$ cat src/hw/rtl/assert_macros.svh
// Assertion macros shared by the quadratic smoothing gradient RTL.
// Every macro samples on clock and is disabled while reset is high.
`ifndef ASSERT_MACROS_SVH
`define ASSERT_MACROS_SVH

// Same-cycle implication.
`define QSG_ASSERT_IMPL(label, ante, cons, msg) \
   label: assert property (@(posedge clock) disable iff (reset) (ante) |-> (cons)) \
      else $error(msg);

// Next-cycle implication.
`define QSG_ASSERT_NEXT(label, ante, cons, msg) \
   label: assert property (@(posedge clock) disable iff (reset) (ante) |=> (cons)) \
      else $error(msg);

`endif

$ cat src/hw/rtl/qsg_pkg.sv
// Package for the quadratic smoothing gradient block: widths, constants and types.
// Used by the channel interfaces, the result FIFO, the register port and the top level.
package qsg_pkg;

   localparam int EST_W       = 16;
   localparam int LAM_W       = 16;
   localparam int GRAD_W      = 40;
   localparam int OBJ_W       = 63;
   localparam int SUM_W       = 64;
   localparam int TERM_W      = 50;
   localparam int FIFO_DEPTH  = 16;
   localparam int FIFO_AW     = $clog2(FIFO_DEPTH);
   localparam int FIFO_CW     = FIFO_AW + 1;
   localparam int CSR_AW      = 3;
   localparam int CSR_DW      = 32;

   localparam logic [LAM_W-1:0] LAM_RESET = 16'd256;
   localparam logic             CSR_IDX_SMOOTHING_WEIGHT = 1'b0;

   typedef struct packed {
      logic signed [GRAD_W-1:0] gradient;
      logic [OBJ_W-1:0]         objective;
      logic                     last_out;
   } rsp_entry_type;

   typedef struct packed {
      logic valid0;
      logic valid1;
   } push_ctrl_type;

   typedef struct packed {
      logic [FIFO_CW-1:0] level;
      logic               head_valid;
   } fifo_status_type;

endpackage

$ cat src/hw/rtl/qsg_csr.sv
// APB-style register port holding the smoothing weight.
// Depends on qsg_pkg.
module qsg_csr import qsg_pkg::*; (
   input  logic              clock,
   input  logic              reset,
   input  logic              psel,
   input  logic              penable,
   input  logic              pwrite,
   input  logic [CSR_AW-1:0] paddr,
   input  logic [CSR_DW-1:0] pwdata,
   output logic [CSR_DW-1:0] prdata,
   output logic              pready,
   output logic [LAM_W-1:0]  smoothing_weight
);

   logic [LAM_W-1:0] weight_ff;
   logic [LAM_W-1:0] weight_in;
   logic             reg_index;
   logic             wr_en;

   assign pready    = 1'b1;
   assign reg_index = paddr[CSR_AW-1];
   assign wr_en     = psel & penable & pwrite & pready;

   always_comb begin
      weight_in = weight_ff;
      unique case (reg_index)
         CSR_IDX_SMOOTHING_WEIGHT: begin
            if (wr_en) begin
               weight_in = pwdata[LAM_W-1:0];
            end
         end
         default: begin
            weight_in = weight_ff;
         end
      endcase
   end

   always_comb begin
      unique case (reg_index)
         CSR_IDX_SMOOTHING_WEIGHT: prdata = CSR_DW'(weight_ff);
         default:                  prdata = '0;
      endcase
   end

   always_ff @(posedge clock) begin
      if (reset) begin
         weight_ff <= LAM_RESET;
      end else begin
         weight_ff <= weight_in;
      end
   end

   assign smoothing_weight = weight_ff;

endmodule

$ cat config.mk
export PLATFORM = sky130hd
export DESIGN_NAME = qsg_csr
export DESIGN_NICKNAME = d
export VERILOG_FILES = /design/src/hw/rtl/assert_macros.svh /design/src/hw/rtl/qsg_pkg.sv /design/src/hw/rtl/qsg_csr.sv
export SDC_FILE = /design/constraint.sdc
export NUM_CORES = 1
export LEC_CHECK = 0
export CORE_MARGIN = 2
export CORE_UTILIZATION = 30
export DETAILED_ROUTE_END_ITERATION = 8
export DONT_BUFFER_PORTS = 1
export SLEW_MARGIN = 20
export SYNTH_ARGS = -nofsm -noshare
export SYNTH_HDL_FRONTEND = slang
export SYNTH_SLANG_ARGS = --single-unit
$ cat constraint.sdc
create_clock -name clock -period 1.31 [get_ports clock]
set_clock_uncertainty 0.05 [all_clocks]
set_input_delay 0.3275 -clock clock [delete_from_list [all_inputs] [get_ports clock]]
set_output_delay 0.3275 -clock clock [all_outputs]
set_load 0.05 [all_outputs]
==> impl_summary.md <==
Status
The run finished with clean final reports.

CTS
The hold-fix buffer count after cts is 0. The buffer depth of the longest clock path is 2. The TritonCTS clock tree is built. CTS placed an instance of sky130_fd_sc_hd__clkbuf_4 at the clock tree root.

CTS saw 16 sinks. CTS built an H-tree with a depth of 1. The number of buffers inserted to repair setup after CTS is 0. The total clock buffers created by CTS is 3.

The clock reaches the later pin of the worst-skew pair after roughly 280 ps. After clock tree synthesis, the clock-pin slew on the worst setup and hold paths is about 100 ps.

Die
Pin placement for this block handled 89 I/O pins. The initialized floorplan defines 20 standard-cell rows. The core outline area is between 3000 and 4000 um^2. The die footprint is roughly 3700 um^2. In this run the vertical extent of the chip is 61.2 um. The die span in x is roughly 61 um. The initial utilization of the core area, before any placement, comes to 0.319.

STA
Setup repair after global routing could not meet its margin everywhere. The post-route minimum period is between 1000 and 1500 ps. Derived from the worst setup path, the maximum achievable clock frequency is around 770 MHz. The number of pins exceeding their max-slew limit in the final report is 0. The number of setup violations in the final report is 0. Hold is met by approximately 120 ps. The count of endpoints failing hold in the final timing report is 0. Dividing the final minimum period by the clock period gives 0.993.

Route
The post-detailed-route count of antenna-violating nets is 0. The number of optimization iterations in the first detailed-route pass is 3. After detailed routing, the total wire length is 2040 um. The detailed-route wire length per cell is about 12 um. The DRC violation count after routing is 0.

After detailed routing, the number of vias per cell comes to 4.12. For this block, the initial DRC count from the detailed router was 12. Across all layers, the routed design uses between 700 and 800 vias.

Global routing
In the global route stage, overall resource usage came out at 0.112. The initial antenna violation count came to 0. The largest net degree at the start of global routing is 33. The wire length of the first global-routing pass is ~3000 um.

After global routing the overflow that remains totals 0. The via count of the first global-routing pass came to approximately 690.

Final layout
The count of antenna diodes in the layout is 0. The number of filler cells placed in the layout is 300. After the last flow step, the layout net total stands at 170. The most common cell after layout, fill and taps aside is sky130_fd_sc_hd__nand2b_1. The flip-flop count of the largest register after layout is 16. The number of standard cells in the final layout excluding fillers is 173. Of the cells placed in the final design, the portion with a size suffix greater than 1 is 0.488. The synthesis-to-layout area growth is 42.4%.

In the layout the commonest cells are sky130_fd_sc_hd__nand2b_1 (30), sky130_fd_sc_hd__conb_1 (17), sky130_fd_sc_hd__mux2i_1 (16), sky130_fd_sc_hd__buf_4 (16), sky130_fd_sc_hd__dfxtp_2 (16).

Power and ir drop
The largest vdd supply drop is between 300 and 400 uV. The leakage power is around 0.55 nW. Dividing total power by cell area gives a power density of roughly 800 nW/um^2.

Critical path
Data on the critical path is required at its endpoint by around 930 ps. The class of the most critical setup path is flop to primary output. The endpoint kind of the worst setup timing path is a primary output. STA classifies the critical path startpoint as a flop.

The worst path arrival time is slightly above 900 ps. The top fanout value on the critical path is 2.

Placed design
The number of placed cells counting well taps is approximately 170. The count of buffers added on input and output ports is 0. The estimated wirelength of the detail-placed design is between 1500 and 2000 um. The weighted congestion at the end of routability-driven global placement is between 0.6 and 0.7.

Job
The number of violations of the max-capacitance limit is 0.

Worst hold path
The worst hold path belongs to the class input port to flop.

Yosys
The total of warnings raised by yosys is 0. After synthesis the netlist holds a flip-flop and latch count of 16. The synthesized netlist contains 12 unique library cells. The part of the Yosys area used for sequential elements is 0.326. The average cell area after synthesis is 9.27 um^2. After technology mapping, the gate count stands at 106. The mapped netlist covers 982 um^2.
[metrics by stage]
step | util | total power [W] | setup TNS (ps) | worst slack [ps] | area (um^2)
5_1_grt | 0.454 | 0.00116 | -203 | -35.1 | 1400
6_report | 0.454 | 0.00112 | 0 | 8.62 | 1400
3_3_place_gp | 0.440 | 0.000793 | 0 | 195 | 1360
3_5_place_dp | 0.440 | 0.000796 | 0 | 153 | 1360
4_1_cts | 0.454 | 0.00114 | -60.3 | -15.9 | 1400
2_1_floorplan | - | 0.000809 | 0 | 37.6 | 1140
[power by group]
part / internal (W) / total (W) / switching, W / leakage, nW
clock: 0.000169 / 0.000330 / 0.000161 / 0.0210
combinational: 0.0000808 / 0.000282 / 0.000201 / 0.394
sequential: 0.000499 / 0.000504 / 0.00000532 / 0.136
[synthesized netlist by cell type]
library cell,count,share of area
sky130_fd_sc_hd__mux2i_1,16,0.16
sky130_fd_sc_hd__buf_4,17,0.13
sky130_fd_sc_hd__buf_12,1,0.020
sky130_fd_sc_hd__conb_1,2,0.0076
sky130_fd_sc_hd__nor2_1,2,0.0076
sky130_fd_sc_hd__and2b_2,6,0.054
sky130_fd_sc_hd__nand2b_1,30,0.19
sky130_fd_sc_hd__dfxtp_1,16,0.33
sky130_fd_sc_hd__clkbuf_1,4,0.015
sky130_fd_sc_hd__nor2b_1,10,0.064
sky130_fd_sc_hd__buf_6,1,0.011
sky130_fd_sc_hd__and4b_1,1,0.010
[routing by layer]
metal,global-route usage,part of all wire
met1,0.114,0.39
met2,0.202,0.50
met3,0.0231,0.11
met4,0.0745,0
met5,0,0
[cell families (layout without fill, tap and decap cells)]
kind of cell | count (synthesis) | count (layout) | share of synthesized area
buffers and inverters | 23 | 31 | 0.177
AND/OR/NAND/NOR | 49 | 49 | 0.326
multiplexers | 16 | 16 | 0.163
flip-flops | 16 | 16 | 0.326
other | 2 | 17 | 0.00765
[critical path, cell delays in order (launching register included)]
cell and delay, ps:
sky130_fd_sc_hd__dfxtp_2 340, sky130_fd_sc_hd__nor2b_4 150, sky130_fd_sc_hd__buf_12 140
[cell type report]
cell class,count,area [um^2],share of cell area
clock buffer,4,36.3,0.0259
timing repair buffer,27,340,0.243
tap,44,55.1,0.0394
multi-input combinational,82,627,0.448
sequential,16,340,0.243
[worst paths after layout]
check | from | to | slack [ps] | depth (start not counted)
max | smoothing_weight[12]$_SDFFE_PP0P_ | prdata[12] | 9 | 2
min | pwdata[11] | smoothing_weight[11]$_SDFFE_PP0P_ | 120 | 2
max reg2reg | smoothing_weight[6]$_SDFFE_PP0P_ | smoothing_weight[6]$_SDFFE_PP0P_ | 450 | 3
min reg2reg | smoothing_weight[5]$_SDFFE_PP0P_ | smoothing_weight[5]$_SDFFE_PP0P_ | 630 | 3
[what timing repair did]
| item | in CTS | in global routing |
|---|---|---|
| endpoints found under the setup margin | 15 | 10 |
| resized for setup | 6 | 0 |
| gates cloned | 0 | 0 |
(Power assumes the default switching activity.)
