**src/hw/rtl/assert_macros.svh**
```systemverilog
// Assertion macros shared by the quadratic smoothing gradient RTL.
// Every macro samples on clock and is disabled while reset is high.
`ifndef ASSERT_MACROS_SVH
`define ASSERT_MACROS_SVH

// Same-cycle implication.
`define QSG_ASSERT_IMPL(label, ante, cons, msg) \
   label: assert property (@(posedge clock) disable iff (reset) (ante) |-> (cons)) \
      else $error(msg);

// Next-cycle implication.
`define QSG_ASSERT_NEXT(label, ante, cons, msg) \
   label: assert property (@(posedge clock) disable iff (reset) (ante) |=> (cons)) \
      else $error(msg);

`endif

```
**src/hw/rtl/qsg_pkg.sv**
```systemverilog
// Package for the quadratic smoothing gradient block: widths, constants and types.
// Used by the channel interfaces, the result FIFO, the register port and the top level.
package qsg_pkg;

   localparam int EST_W       = 16;
   localparam int LAM_W       = 16;
   localparam int GRAD_W      = 40;
   localparam int OBJ_W       = 63;
   localparam int SUM_W       = 64;
   localparam int TERM_W      = 50;
   localparam int FIFO_DEPTH  = 16;
   localparam int FIFO_AW     = $clog2(FIFO_DEPTH);
   localparam int FIFO_CW     = FIFO_AW + 1;
   localparam int CSR_AW      = 3;
   localparam int CSR_DW      = 32;

   localparam logic [LAM_W-1:0] LAM_RESET = 16'd256;
   localparam logic             CSR_IDX_SMOOTHING_WEIGHT = 1'b0;

   typedef struct packed {
      logic signed [GRAD_W-1:0] gradient;
      logic [OBJ_W-1:0]         objective;
      logic                     last_out;
   } rsp_entry_type;

   typedef struct packed {
      logic valid0;
      logic valid1;
   } push_ctrl_type;

   typedef struct packed {
      logic [FIFO_CW-1:0] level;
      logic               head_valid;
   } fifo_status_type;

endpackage

```
**src/hw/rtl/qsg_rsp_fifo.sv**
```systemverilog
// Result FIFO that takes up to two entries per cycle and releases one per transfer.
// Depends on qsg_pkg and assert_macros.svh.
`include "assert_macros.svh"
module qsg_rsp_fifo import qsg_pkg::*; (
   input  logic            clock,
   input  logic            reset,
   input  push_ctrl_type   push,
   input  rsp_entry_type   push_data0,
   input  rsp_entry_type   push_data1,
   input  logic            pop,
   output rsp_entry_type   head,
   output fifo_status_type status
);

   rsp_entry_type        entries_ff [FIFO_DEPTH];
   logic [FIFO_AW-1:0]   wr_ptr_ff;
   logic [FIFO_AW-1:0]   wr_ptr_in;
   logic [FIFO_AW-1:0]   wr_ptr_next1;
   logic [FIFO_AW-1:0]   rd_ptr_ff;
   logic [FIFO_AW-1:0]   rd_ptr_in;
   logic [FIFO_CW-1:0]   level_ff;
   logic [FIFO_CW-1:0]   level_in;
   logic                 do_pop;

   assign do_pop       = pop & (level_ff != '0);
   assign wr_ptr_next1 = wr_ptr_ff + FIFO_AW'(1);
   assign wr_ptr_in    = wr_ptr_ff + FIFO_AW'(push.valid0) + FIFO_AW'(push.valid1);
   assign rd_ptr_in    = rd_ptr_ff + FIFO_AW'(do_pop);
   assign level_in     = level_ff + FIFO_CW'(push.valid0) + FIFO_CW'(push.valid1)
                         - FIFO_CW'(do_pop);

   always_ff @(posedge clock) begin
      if (push.valid0) begin
         entries_ff[wr_ptr_ff] <= push_data0;
      end
      if (push.valid1) begin
         entries_ff[wr_ptr_next1] <= push_data1;
      end
   end

   always_ff @(posedge clock) begin
      if (reset) begin
         wr_ptr_ff <= '0;
         rd_ptr_ff <= '0;
         level_ff  <= '0;
      end else begin
         wr_ptr_ff <= wr_ptr_in;
         rd_ptr_ff <= rd_ptr_in;
         level_ff  <= level_in;
      end
   end

   assign head              = entries_ff[rd_ptr_ff];
   assign status.level      = level_ff;
   assign status.head_valid = (level_ff != '0);

   `QSG_ASSERT_IMPL(a_fifo_no_overflow, push.valid0, (level_ff + FIFO_CW'(push.valid0) + FIFO_CW'(push.valid1)) <= FIFO_CW'(FIFO_DEPTH), "Result FIFO overflow.")
   `QSG_ASSERT_IMPL(a_fifo_push_order, push.valid1, push.valid0, "Second push slot used without the first.")
   `QSG_ASSERT_IMPL(a_fifo_ptr_level, 1'b1, FIFO_AW'(wr_ptr_ff - rd_ptr_ff) == level_ff[FIFO_AW-1:0], "FIFO pointers disagree with level.")

endmodule

```
**config.mk**
```make
export PLATFORM = sky130hd
export DESIGN_NAME = qsg_rsp_fifo
export DESIGN_NICKNAME = d
export VERILOG_FILES = /design/src/hw/rtl/qsg_pkg.sv /design/src/hw/rtl/qsg_rsp_fifo.sv
export VERILOG_INCLUDE_DIRS = /design/src /design/src/hw/rtl
export SDC_FILE = /design/constraint.sdc
export NUM_CORES = 2
export LEC_CHECK = 0
export ABC_CLOCK_PERIOD_IN_PS = 22800
export BUFFER_PORTS_ARGS = -buffer_cell sky130_fd_sc_hd__buf_2
export CAP_MARGIN = 25
export CORE_MARGIN = 3
export CORE_UTILIZATION = 31
export DETAILED_ROUTE_END_ITERATION = 10
export PLACE_DENSITY = 0.54
export SLEW_MARGIN = 20
export SYNTH_ARGS = -nofsm -noshare
export SYNTH_HDL_FRONTEND = slang
export SYNTH_SLANG_ARGS = --single-unit
```
**constraint.sdc**
```tcl
create_clock -name clock -period 22.8 [get_ports clock]
set_input_delay 2.28 -clock clock [delete_from_list [all_inputs] [get_ports clock]]
set_output_delay 2.28 -clock clock [all_outputs]
set_load 0.05 [all_outputs]
```
==> impl_metrics.yaml <==
setup_path:
  worstReg2RegStart: "wr_ptr_ff[1]"
  r2r_slack_ns: 17.88
  start_kind: "flop"
  cp_max_fo: 39
  critPathArrivalTime_ns: 6.23
  worstSetupEndpointType: "output pin"
  required_ns: 20.52
  cp-startpoint: "rd_ptr_ff[0]"
  worstSetupPathType: "reg -> out"
power:
  ir_worst_vdd_mv: 0.0730
  p_sw_mw: 2.56
  intPower_mw: 5.94
  powerDensity_nw_per_um2: 90.1
  switching_share: 0.301
  pwr-share-comb: 0.236
  leakage_nw: 29.9
  power.share.clock: 0.339
  pwr-share-seq: 0.425
timing:
  fmax_mhz: 118
  clock_skew_ns: 0.0299
  hold_violations: 0
  rsz0062_at_grt: "no"
  finalMaxSlewViolations: 0
  slew_headroom: 0.270
  setup_violations: 0
  setup_ws_ns: 14.29
  finalCritPeriodShare: 0.373
  worst_pin_slew_ns: 1.09
  whs_ns: 0.601
  period_minus_slack_ns: 8.51
  finalSetupTns_ns: 0
synthesis:
  synth_top_family_by_area: "multiplexers"
  synth_compound_area_frac: 0.0195
  synth_async_sr_flop_share: 0
  synth_fa_ha_area_frac: 0.00191
  ys_ff_latch: 1677
  yosys_most_used_dff: "edfxtp_1"
  synth_edf_count: 1664
  syn-cell-area_um2: 83600
  synth_top_area_share: 0.597
  synth_common_cells: "edfxtp_1, mux2_2, mux4_2, clkbuf_1, a22oi_1"
  yosys.area_share.simple: 0.00906
  ys_top_cells_by_area: "edfxtp_1, mux2_2, mux4_2"
  synth_xor_area_frac: 0.000628
  avgSynthCellArea_um2: 17.8
  synth-seq-area-share: 0.600
  synth_top_area_cell: "edfxtp_1"
  synth_mux_area_frac: 0.339
  yosysMostFrequentCell: "edfxtp_1"
  synth_cell_types: 37
  yosys_warnings: 0
  synth_nets: 4932
  syn_inst: 4708
placement:
  placed_cells: 8140
  place_area_um2: 88500
  numPortBuffers: 322
  gp_congestion: 0.736
  dp_hpwl_um: 141000
  place_ws_ns: 14.91
routing:
  first_pass_iters: 5
  vias: 46289
  drc: 0
  drtIter0Drc: 4380
  wirelength_um: 274000
  drt-wirelength-per-cell_um: 32.2
  ant_nets: 0
  avgViaCountPerCell: 5.45
cts:
  htree_num_levels: 4
  clock_path_buffers: 3
  cts_tree: "yes"
  clk_pin_slew_ns: 0.06
  hold_buffers: 0
  cts_made_buffers: 187
  cts-root-buf: "clkbuf_16"
  clock_sinks: 1677
  cts_setup_buffers: 0
  clock_latency_ns: 0.84
  cts_resized: 0
hold_path:
  min_path_type: "reg -> reg"
  hp-start: "level_ff[3]"
die:
  die_x_um: 525
  rows: 190
  initial_core_util: 0.312
  die_h_um: 525
  io_pins: 323
  core_area_um2: 268000
  die_area_um2: 276000
global_routing:
  grt_pass1_vias: 48620
  overflow: 0
  antenna_found_initial: 83
  grt_max_degree: 122
  grt_pass1_wl_um: 389000
  track_usage: 0.195
finish:
  syn2layout_area_growth_pct: 12.7
  nNetsFinal: 5001
  fin_area_um2: 94200
  fill_cells: 25426
  drive_above_1_share: 0.563
  layoutNonFillerInstCount: 8498
job:
  maxCapViolCount: 0
outcome:
  outcome: "finished clean"
## area by class of cell
| cell class | instances | area (µm²) | share of cell area |
|---|---|---|---|
| timing repair buffer | 412 | 2580 | 0.0274 |
| clock buffer | 232 | 4850 | 0.0515 |
| inverter | 9 | 33.8 | 0.000359 |
| antenna | 21 | 52.6 | 0.000558 |
| multi-input combinational | 2490 | 31200 | 0.331 |
| tap | 3552 | 4440 | 0.0472 |
| clock inverter | 105 | 845 | 0.00896 |
| sequential | 1677 | 50200 | 0.533 |
## routing by layer
layer	up-vias	wire, µm	track usage
met1	25051	116000	0.261
li1	19237	-	-
met2	1520	135000	0.328
met5	-	159	0
met4	30	7710	0.0544
met3	451	15000	0.0323
## state kept, by name (all words and copies together) (netlist names)
name	count
entries_ff	1664
level_ff	5
rd_ptr_ff	4
wr_ptr_ff	4
## power groups by stage
stage | clock network, mW | registers, mW | logic, mW
2_1_floorplan | 0 | 3.67 | 1.48
3_3_place_gp | 0 | 3.67 | 2.03
3_5_place_dp | 0 | 3.67 | 2.04
4_1_cts | 2.95 | 3.61 | 2.04
5_1_grt | 3.07 | 3.62 | 2.13
6_report | 2.88 | 3.61 | 2.01
## layout by cell type, fill, tap and decap left out, types with 5 or more instances in the layout
cell type	Yosys	routed
buf_2	174	322
clkinv_2	0	28
mux2_2	1599	1599
inv_1	8	8
nor2_1	26	12
diode_2	0	21
ha_1	8	8
buf_4	47	68
a21oi_1	7	7
dfxtp_1	13	11
nand2_1	109	107
bufinv_16	0	6
buf_12	0	20
edfxtp_1	1664	1664
clkinvlp_4	0	5
a22oi_1	208	208
clkinv_1	0	49
clkinv_8	0	6
clkbuf_16	0	187
nor2_4	0	14
mux2_1	5	5
mux4_2	416	416
mux2_4	60	60
clkbuf_1	288	45
nor2b_1	10	7
## worst paths after layout
check / to / cells past startpoint
max: head[54] / 8
min reg2reg: level_ff[4] / 3
max reg2reg: entries_ff[0][89] / 5
min: level_ff[4] / 3
## through the flow
step / util / power [mW]
6_report: 0.351 / 8.49
5_1_grt: 0.351 / 8.82
4_1_cts: 0.351 / 8.60
3_5_place_dp: 0.330 / 5.71
3_3_place_gp: 0.330 / 5.70
2_1_floorplan: - / 5.15
## worst max-delay path, cell delays in order (launching register included)
cell,delay [ns]
dfxtp_4,0.77
buf_4,0.79
buf_4,0.75
buf_4,0.84
buf_4,0.77
mux4_2,0.59
a22oi_1,0.27
nand2_1,0.19
buf_2,0.26
## kinds of logic (layout without fill, tap and decap cells)
family          Yosys count  after routing
xor+xnor                  6              6
compound gates          220            220
mux                    2080           2080
other cells               0             21
buf+inv                 541            758
simple gates            173            173
flops                  1677           1677
fa+ha+maj                11             11
(Power assumes the default switching activity.)
